File: src/rtl/arta_pkg.sv
`timescale 1ns / 1ps
package arta_pkg;

	localparam logic [1:0] OP_MAP   = 2'd0;
	localparam logic [1:0] OP_UNMAP = 2'd1;
	localparam logic [1:0] OP_QUERY = 2'd2;
	localparam logic [1:0] OP_CLEAR = 2'd3;

	localparam logic [1:0] ST_OK       = 2'd0;
	localparam logic [1:0] ST_RANGE    = 2'd1;
	localparam logic [1:0] ST_MISMATCH = 2'd2;
	localparam logic [1:0] ST_FULL     = 2'd3;

	localparam logic [31:0] LIMIT_RESET = 32'h8000_0000;

	typedef enum logic [9:0] {
		S_IDLE     = 10'b00_0000_0001,
		S_START    = 10'b00_0000_0010,
		S_SCAN_RD  = 10'b00_0000_0100,
		S_SCAN_CMP = 10'b00_0000_1000,
		S_FIN_MAP  = 10'b00_0001_0000,
		S_INS_RD   = 10'b00_0010_0000,
		S_INS_WR   = 10'b00_0100_0000,
		S_REM_RD   = 10'b00_1000_0000,
		S_REM_WR   = 10'b01_0000_0000,
		S_DONE     = 10'b10_0000_0000
	} state_t;

	typedef struct packed {
		logic [1:0]  status;
		logic [31:0] result_address;
		logic        found;
	} result_t;

endpackage

File: src/rtl/arta_req_if.sv
`timescale 1ns / 1ps
interface arta_req_if;
	logic        valid;
	logic        ready;
	logic [1:0]  opcode;
	logic [31:0] address;
	logic [31:0] length;

	modport source (output valid, opcode, address, length, input ready);
	modport sink (input valid, opcode, address, length, output ready);
endinterface

File: src/rtl/arta_rsp_if.sv
`timescale 1ns / 1ps
interface arta_rsp_if;
	logic        valid;
	logic        ready;
	logic [1:0]  status;
	logic [31:0] result_address;
	logic        found;
	logic [4:0]  region_total;

	modport source (output valid, status, result_address, found, region_total, input ready);
	modport sink (input valid, status, result_address, found, region_total, output ready);
endinterface

File: src/rtl/address_region_table_allocator_core.sv
`timescale 1ns / 1ps
// Keeps up to MAX_REGIONS page-aligned regions, sorted by start, in one
// synchronous memory of {start page, end page} entries. Requests are taken
// one at a time; each walks the table one entry at a time, a read state and
// a compare state per entry, through the memory read port, and map and unmap
// then shift entries one at a time, a read and a write each, to insert or
// remove. Clear and a zero-length map skip the walk. A finished result is held
// in an output register, so the next request is taken while it waits.
// address_limit may be written only while idle.
module address_region_table_allocator_core #(
	parameter int MAX_REGIONS = 16,
	parameter int PAGE_SHIFT  = 12
) (
	input  logic        clk,
	input  logic        arst_n,
	input  logic        cfg_we,
	input  logic [31:0] cfg_wdata,
	arta_req_if.sink    req,
	arta_rsp_if.source  rsp
);

	localparam int PW = 32 - PAGE_SHIFT;
	localparam int IW = $clog2(MAX_REGIONS);
	localparam int CW = $clog2(MAX_REGIONS + 1);
	localparam logic [33:0] PG_MASK = 34'((64'd1 << PAGE_SHIFT) - 64'd1);
	localparam logic [CW-1:0] MAX_CNT = CW'(MAX_REGIONS);

	arta_pkg::state_t state_q;
	logic [31:0]      limit_q;
	logic [CW-1:0]    count_q;
	logic [CW-1:0]    idx_q;
	logic [CW-1:0]    j_q;
	logic [1:0]       op_q;
	logic [31:0]      hint_q;
	logic [32:0]      a_q;
	logic [31:0]      len_q;
	logic [PW-1:0]    end_pg_q;
	arta_pkg::result_t res_q;

	logic [2*PW-1:0]  mem [MAX_REGIONS];
	logic [2*PW-1:0]  rdata_q;
	logic [IW-1:0]    rd_addr;
	logic             mem_we;
	logic [IW-1:0]    mem_wa;
	logic [2*PW-1:0]  mem_wd;

	logic [32:0] sum;
	logic [32:0] ent_start;
	logic [32:0] ent_end;
	logic [33:0] hint_ru;
	logic [33:0] end_ru;
	logic [CW-1:0] j_dec;
	logic [CW-1:0] j_inc;

	// form addresses and sums
	assign sum       = a_q + {1'b0, len_q};
	assign ent_start = 33'({rdata_q[2*PW-1:PW], {PAGE_SHIFT{1'b0}}});
	assign ent_end   = 33'({rdata_q[PW-1:0], {PAGE_SHIFT{1'b0}}});
	assign hint_ru   = ({2'b00, hint_q} + PG_MASK) & ~PG_MASK;
	assign end_ru    = ({1'b0, sum} + PG_MASK) & ~PG_MASK;
	assign j_dec     = j_q - CW'(1);
	assign j_inc     = j_q + CW'(1);

	// select memory read and write addresses
	always_comb begin
		rd_addr = idx_q[IW-1:0];
		mem_we  = 1'b0;
		mem_wa  = j_q[IW-1:0];
		mem_wd  = rdata_q;
		case (state_q)
			arta_pkg::S_INS_RD: begin
				rd_addr = j_dec[IW-1:0];
				if (j_q == idx_q) begin
					mem_we = 1'b1;
					mem_wd = {a_q[31:PAGE_SHIFT], end_pg_q};
				end
			end
			arta_pkg::S_INS_WR: mem_we = 1'b1;
			arta_pkg::S_REM_RD: rd_addr = j_inc[IW-1:0];
			arta_pkg::S_REM_WR: mem_we = 1'b1;
			default: ;
		endcase
	end

	// region memory
	always_ff @(posedge clk) begin
		if (mem_we) begin
			mem[mem_wa] <= mem_wd;
		end
		rdata_q <= mem[rd_addr];
	end

	// configuration register
	always_ff @(posedge clk or negedge arst_n) begin
		if (!arst_n) begin
			limit_q <= arta_pkg::LIMIT_RESET;
		end else if (cfg_we) begin
			limit_q <= cfg_wdata;
		end
	end

	assign req.ready = (state_q == arta_pkg::S_IDLE);

	// request sequencer
	always_ff @(posedge clk or negedge arst_n) begin
		if (!arst_n) begin
			state_q            <= arta_pkg::S_IDLE;
			count_q            <= '0;
			idx_q              <= '0;
			j_q                <= '0;
			rsp.valid          <= 1'b0;
			rsp.status         <= '0;
			rsp.result_address <= '0;
			rsp.found          <= 1'b0;
			rsp.region_total   <= '0;
		end else begin
			// drop the response once taken, unless a new one replaces it
			if (rsp.valid && rsp.ready && state_q != arta_pkg::S_DONE) begin
				rsp.valid <= 1'b0;
			end
			case (state_q)
				arta_pkg::S_IDLE: begin
					if (req.valid) begin
						op_q    <= req.opcode;
						hint_q  <= req.address;
						a_q     <= {1'b0, req.address};
						len_q   <= req.length;
						idx_q   <= '0;
						res_q   <= '{status: arta_pkg::ST_OK, result_address: 32'd0, found: 1'b0};
						state_q <= arta_pkg::S_START;
					end
				end
				arta_pkg::S_START: begin
					case (op_q)
						arta_pkg::OP_MAP: begin
							if (len_q == 32'd0) begin
								res_q.result_address <= hint_q;
								state_q <= arta_pkg::S_DONE;
							end else if (count_q >= MAX_CNT) begin
								res_q.status <= arta_pkg::ST_FULL;
								state_q <= arta_pkg::S_DONE;
							end else begin
								a_q     <= hint_ru[32:0];
								state_q <= arta_pkg::S_SCAN_RD;
							end
						end
						arta_pkg::OP_UNMAP: begin
							if (a_q > {1'b0, limit_q} || sum > {1'b0, limit_q}) begin
								res_q.status <= arta_pkg::ST_RANGE;
								state_q <= arta_pkg::S_DONE;
							end else begin
								state_q <= arta_pkg::S_SCAN_RD;
							end
						end
						arta_pkg::OP_CLEAR: begin
							count_q <= '0;
							state_q <= arta_pkg::S_DONE;
						end
						default: state_q <= arta_pkg::S_SCAN_RD;
					endcase
				end
				arta_pkg::S_SCAN_RD: begin
					if (op_q == arta_pkg::OP_MAP && sum > {1'b0, limit_q}) begin
						res_q.status <= arta_pkg::ST_RANGE;
						state_q <= arta_pkg::S_DONE;
					end else if (idx_q == count_q) begin
						state_q <= (op_q == arta_pkg::OP_MAP) ? arta_pkg::S_FIN_MAP
							: arta_pkg::S_DONE;
					end else begin
						state_q <= arta_pkg::S_SCAN_CMP;
					end
				end
				arta_pkg::S_SCAN_CMP: begin
					// skip entries ending at or below the current address
					if (ent_end <= a_q) begin
						idx_q   <= idx_q + CW'(1);
						state_q <= arta_pkg::S_SCAN_RD;
					end else begin
						case (op_q)
							arta_pkg::OP_MAP: begin
								if (sum <= ent_start) begin
									state_q <= arta_pkg::S_FIN_MAP;
								end else begin
									a_q     <= ent_end;
									idx_q   <= idx_q + CW'(1);
									state_q <= arta_pkg::S_SCAN_RD;
								end
							end
							arta_pkg::OP_UNMAP: begin
								if (ent_start >= sum) begin
									state_q <= arta_pkg::S_DONE;
								end else if (ent_end < sum) begin
									res_q.status <= arta_pkg::ST_MISMATCH;
									state_q <= arta_pkg::S_DONE;
								end else begin
									j_q     <= idx_q;
									state_q <= arta_pkg::S_REM_RD;
								end
							end
							default: begin
								res_q.found <= (ent_start <= a_q);
								state_q <= arta_pkg::S_DONE;
							end
						endcase
					end
				end
				arta_pkg::S_FIN_MAP: begin
					if (end_ru > 34'h0_FFFF_FFFF) begin
						res_q.status <= arta_pkg::ST_RANGE;
						state_q <= arta_pkg::S_DONE;
					end else begin
						end_pg_q <= end_ru[31:PAGE_SHIFT];
						j_q      <= count_q;
						state_q  <= arta_pkg::S_INS_RD;
					end
				end
				arta_pkg::S_INS_RD: begin
					// new entry is written here once the shift reaches its slot
					if (j_q == idx_q) begin
						count_q <= count_q + CW'(1);
						res_q.result_address <= a_q[31:0];
						state_q <= arta_pkg::S_DONE;
					end else begin
						state_q <= arta_pkg::S_INS_WR;
					end
				end
				arta_pkg::S_INS_WR: begin
					j_q     <= j_dec;
					state_q <= arta_pkg::S_INS_RD;
				end
				arta_pkg::S_REM_RD: begin
					if (j_inc >= count_q) begin
						count_q <= count_q - CW'(1);
						res_q.found <= 1'b1;
						state_q <= arta_pkg::S_DONE;
					end else begin
						state_q <= arta_pkg::S_REM_WR;
					end
				end
				arta_pkg::S_REM_WR: begin
					j_q     <= j_inc;
					state_q <= arta_pkg::S_REM_RD;
				end
				arta_pkg::S_DONE: begin
					// hand the result over once the output register is free
					if (!rsp.valid || rsp.ready) begin
						rsp.valid          <= 1'b1;
						rsp.status         <= res_q.status;
						rsp.result_address <= res_q.result_address;
						rsp.found          <= res_q.found;
						rsp.region_total   <= 5'(count_q);
						state_q            <= arta_pkg::S_IDLE;
					end
				end
				default: state_q <= arta_pkg::S_IDLE;
			endcase
		end
	end

endmodule

File: src/flat_wrapper.sv
// flat-port wrapper written by rule: the top's interface ports become plain ports
module address_region_table_allocator_core_flat 
#(
	parameter int MAX_REGIONS = 16,
	parameter int PAGE_SHIFT  = 12
)
  (clk, arst_n, cfg_we, cfg_wdata, req_valid, req_opcode, req_address, req_length, req_ready, rsp_valid, rsp_status, rsp_result_address, rsp_found, rsp_region_total, rsp_ready);
  arta_req_if req_i ();
  arta_rsp_if rsp_i ();
  input  logic clk;
  input  logic arst_n;
  input  logic cfg_we;
  input  logic [31:0] cfg_wdata;
  input wire logic [$bits(req_i.valid)-1:0] req_valid;
  input wire logic [$bits(req_i.opcode)-1:0] req_opcode;
  input wire logic [$bits(req_i.address)-1:0] req_address;
  input wire logic [$bits(req_i.length)-1:0] req_length;
  output wire logic [$bits(req_i.ready)-1:0] req_ready;
  output wire logic [$bits(rsp_i.valid)-1:0] rsp_valid;
  output wire logic [$bits(rsp_i.status)-1:0] rsp_status;
  output wire logic [$bits(rsp_i.result_address)-1:0] rsp_result_address;
  output wire logic [$bits(rsp_i.found)-1:0] rsp_found;
  output wire logic [$bits(rsp_i.region_total)-1:0] rsp_region_total;
  input wire logic [$bits(rsp_i.ready)-1:0] rsp_ready;
  assign req_i.valid = req_valid;
  assign req_i.opcode = req_opcode;
  assign req_i.address = req_address;
  assign req_i.length = req_length;
  assign req_ready = req_i.ready;
  assign rsp_valid = rsp_i.valid;
  assign rsp_status = rsp_i.status;
  assign rsp_result_address = rsp_i.result_address;
  assign rsp_found = rsp_i.found;
  assign rsp_region_total = rsp_i.region_total;
  assign rsp_i.ready = rsp_ready;
  address_region_table_allocator_core #(.MAX_REGIONS(MAX_REGIONS), .PAGE_SHIFT(PAGE_SHIFT)) u_core (.clk(clk), .arst_n(arst_n), .cfg_we(cfg_we), .cfg_wdata(cfg_wdata), .req(req_i), .rsp(rsp_i));
endmodule
File: config.mk
export PLATFORM = sky130hd
export DESIGN_NAME = address_region_table_allocator_core_flat
export DESIGN_NICKNAME = d
export VERILOG_FILES = /design/src/rtl/arta_pkg.sv /design/src/rtl/arta_req_if.sv /design/src/rtl/arta_rsp_if.sv /design/src/rtl/address_region_table_allocator_core.sv /design/src/flat_wrapper.sv
export SDC_FILE = /design/constraint.sdc
export NUM_CORES = 2
export LEC_CHECK = 0
export BUFFER_PORTS_ARGS = -buffer_cell sky130_fd_sc_hd__buf_4
export CAP_MARGIN = 25
export CELL_PAD_IN_SITES_DETAIL_PLACEMENT = 1
export CELL_PAD_IN_SITES_GLOBAL_PLACEMENT = 1
export CORE_MARGIN = 10
export CORE_UTILIZATION = 48
export DETAILED_ROUTE_END_ITERATION = 7
export PLACE_DENSITY = 0.76
export SYNTH_ARGS = -nofsm -noshare
export SYNTH_HDL_FRONTEND = slang
export SYNTH_SLANG_ARGS = --single-unit
File: constraint.sdc
create_clock -name clk -period 7 [get_ports clk]
set_input_delay 1.4 -clock clk [delete_from_list [all_inputs] [get_ports clk]]
set_output_delay 1.4 -clock clk [all_outputs]
set_load 0.03 [all_outputs]
==> out/qor.txt <==
Max Fclk -> 162 MHz
GR Overflow Total -> 0
Synthesized area per cell -> 15.1 um^2
CTS tree -> yes
Final WL -> 131 mm
Layout area overhead -> 14.7%
Core Footprint -> 0.0869 mm^2
First-pass GRT wire length -> 192 mm
Sequential share of the synthesized area -> 0.644
Clk buf depth -> 3
Final worst path period need -> 6180 ps
Share of post-route cells with drive strength above 1 -> 0.211
Pin count of the biggest net entering global routing -> 90
R2R cell count -> 19
Num CTS Buffers -> 96
Starting Density -> 0.484
Fillers -> 8190
Total track usage -> 0.260
DP Cell Count -> 4058
Post-synth net total -> 3084
MaxCap Viol Count -> 0
Hold-fix buffers, CTS -> 0
Layout Utilization -> 0.555
Nets -> 3298
DIE HEIGHT -> 316 um
Pleak -> 17.6 nW
Mapped Area -> 0.0421 mm^2
Clk root buf -> clkbuf_16
Design area -> 0.0483 mm^2
Synth unique cells -> 91
Die area -> 0.0999 mm^2
Initial DRT Pass Iterations -> 6
Peak VDD IR -> 0.000218 V
Slew Limit Fails -> 0
Status -> finished clean
Worst-Skew Late Latency -> 670 ps
P per Cell Area -> 319 mW/mm^2
WL/cell -> 31.0 um
Hold wc startpoint -> u_core.res_q[11]$_DFFE_PP_
Critical Path Source Type -> flip-flop
Number of diodes -> 0
IO buf count -> 144
Synth Register Bits -> 932
Clock sink count -> 932
Worst setup EP type -> flip-flop
Worst Path Required -> 7550 ps
GP Congestion -> 0.959
Clk slew on worst S/H paths -> 70 ps
Rel. slew slack -> 0.306
Non-filler cells in the finished layout -> 4240
Worst hold stages -> 1
RSZ-0062 raised after global routing -> false
Setup CP Type -> flip-flop to flip-flop
Final Skew -> 20.5 ps
RR Endpoint -> u_core.j_q[4]$_DFFE_PN0P_
DRC viols -> 0
Main synth FF type -> edfxtp_1
Initial antenna violation count -> 0
Synth warnings -> 0
Worst reg2reg path startpoint -> u_core.a_q[6]$_DFFE_PP_
R2R setup slack -> 820 ps
Post-Synthesis Cells -> 2789
Die X -> 316 um
Final HPWL DP -> 87.6 mm
Final number of hold-violating endpoints -> 0
Placed inst area -> 0.0450 mm^2
Hold Path Sink -> u_core.rsp.result_address[10]$_DFFE_PN0P_
Final period utilization -> 0.883
Setup TNS -> 0 ps
H-tree level count -> 3
First-iteration detailed-routing DRC count -> 2535
Boundary Pins -> 145
Hold WS -> 474 ps
Vias/cell -> 6.30
Setup bufs post-CTS -> 0
Worst-path maximum fanout -> 6
Vias in the first global route -> 28200
Arr. time, crit path -> 6730 ps
EDFF count, synth -> 794
Min-delay worst type -> flip-flop to flip-flop
ANT nets after route -> 0
Synth async-reset ratio -> 0.105
Total number of vias -> 26700
Worst-Margin Slew -> 1040 ps
Rows -> 108
CTS resizes -> 0
Setup Viol. Count Final -> 0
[layout make-up]
class	instances	area (um^2)	share of cell area
sequential	932	27100	0.561
multi-input combinational	1624	14300	0.295
clock buffer	131	2700	0.0559
timing repair buffer	230	1800	0.0373
tap	1155	1450	0.0299
clock inverter	49	515	0.0107
inverter	119	447	0.00925
[layer usage]
layer | GRT usage | vias to the layer above | wire length (um)
li1 | - | 11300 | -
met5 | 0 | - | 0
met3 | 0.0421 | 275 | 9820
met4 | 0.107 | 0 | 5430
met2 | 0.429 | 1254 | 63300
met1 | 0.342 | 13900 | 52700
[worst max-delay path: stages, from the launching register on]
cell and delay [ps]:
edfxtp_1 500, ha_1 460, a21oi_1 150, o21ai_0 490
nor2_1 160, a21oi_1 390, nor2_1 120, o21ai_0 370
xor2_1 630, inv_1 160, ha_1 340, nand3_1 80
nor2_1 170, nand3_1 140, nor3_1 410, nand4_1 240
a41o_1 390, and2_4 210, nor3_4 320, mux2_4 340
[cell usage in the layout (no fill, tap or decap), types with 96 or more instances in the layout]
cell type	instances
edfxtp_1	794
buf_4	223
ha_1	190
nand2_1	172
mux4_2	160
o21ai_0	144
a21oi_1	130
inv_1	119
clkbuf_16	98
dfrtp_1	96
[per-stage QoR]
| step | power, mW | setup slack (ps) |
|---|---|---|
| finish | 15.4 | 822 |
| global route | 16.0 | 466 |
| CTS | 15.4 | 829 |
| detailed placement | 10.2 | 836 |
| global placement | 10.1 | 1030 |
| floorplan | 8.74 | 172 |
[worst max path at each step]
stage                                                to                      start  cells past startpoint
after detailed placement  u_core.state_q[9]$_DFFE_PN0P_    u_core.a_q[6]$_DFFE_PP_                     20
after CTS                 u_core.state_q[9]$_DFFE_PN0P_    u_core.a_q[6]$_DFFE_PP_                     20
final                         u_core.j_q[4]$_DFFE_PN0P_    u_core.a_q[6]$_DFFE_PP_                     19
after global routing      u_core.state_q[9]$_DFFE_PN0P_  u_core.len_q[0]$_DFFE_PP_                     21
after floorplan                 u_core.a_q[0]$_DFFE_PP_    u_core.a_q[0]$_DFFE_PP_                     19
after global placement        u_core.j_q[3]$_DFFE_PN0P_    u_core.a_q[6]$_DFFE_PP_                     19
[registers in the layout, indices dropped and copies added (netlist names)]
| register | cells |
|---|---|
| u_core.rsp.valid | 1 |
| u_core.rsp.region_total | 5 |
| u_core.state_q | 10 |
| u_core.res_q | 35 |
| u_core.op_q | 2 |
| u_core.rsp.found | 1 |
| u_core.mem | 640 |
| u_core.idx_q | 5 |
| u_core.rsp.status | 2 |
| u_core.hint_q | 32 |
| u_core.rdata_q | 40 |
| u_core.j_q | 5 |
| u_core.rsp.result_address | 32 |
| u_core.end_pg_q | 20 |
| u_core.count_q | 5 |
| u_core.a_q | 33 |
| u_core.len_q | 32 |
| u_core.limit_q | 32 |
[cell families after synthesis]
logic type                 after synthesis  share of synthesized area
xor gates and xnor gates                75                     0.0156
adders and majority gates              192                     0.0575
DFF                                    932                      0.644
AOI/OAI and AO/OA                      527                     0.0802
muxes                                  265                      0.113
buffers and inverters                  233                     0.0216
and+or+nand+nor                        565                     0.0685
[power by group]
group / total, mW / switching, mW / internal (mW) / leakage (nW)
combinational: 3.59 / 2.33 / 1.26 / 7.29
clock: 5.20 / 2.19 / 3.01 / 1.57
sequential: 6.61 / 0.258 / 6.36 / 8.79
[synth_stat cells (7+ instances only)]
| cell | n | share of area |
|---|---|---|
| nor3_1 | 29 | 0.0034 |
| a221oi_1 | 8 | 0.0017 |
| or3_1 | 8 | 0.0012 |
| mux2i_1 | 45 | 0.011 |
| and2_1 | 15 | 0.0022 |
| nand4_1 | 37 | 0.0055 |
| nor2b_1 | 56 | 0.0083 |
| o211ai_1 | 10 | 0.0018 |
| a21o_1 | 54 | 0.0096 |
| mux4_2 | 160 | 0.086 |
| nand3_1 | 28 | 0.0033 |
| ha_1 | 190 | 0.057 |
| and4_1 | 7 | 0.0015 |
| nand2b_1 | 11 | 0.0016 |
| nor2_1 | 106 | 0.0095 |
| nor3b_1 | 7 | 0.0012 |
| o21a_1 | 10 | 0.0018 |
| a211oi_1 | 55 | 0.0098 |
| mux2_2 | 58 | 0.016 |
| clkbuf_1 | 85 | 0.0076 |
| a22oi_1 | 22 | 0.0039 |
| xor2_1 | 29 | 0.0060 |
| buf_2 | 24 | 0.0029 |
| a21oi_1 | 131 | 0.016 |
| inv_1 | 119 | 0.011 |
| xnor2_1 | 46 | 0.0096 |
| a22o_1 | 12 | 0.0025 |
| nor4_1 | 29 | 0.0043 |
| and3_1 | 28 | 0.0042 |
| o22ai_1 | 11 | 0.0016 |
| dfrtp_1 | 96 | 0.057 |
| nand2_1 | 172 | 0.015 |
| edfxtp_1 | 794 | 0.57 |
| dfxtp_1 | 40 | 0.019 |
| o21ai_0 | 144 | 0.017 |
Note: power is estimated with default switching activity, not from simulation.
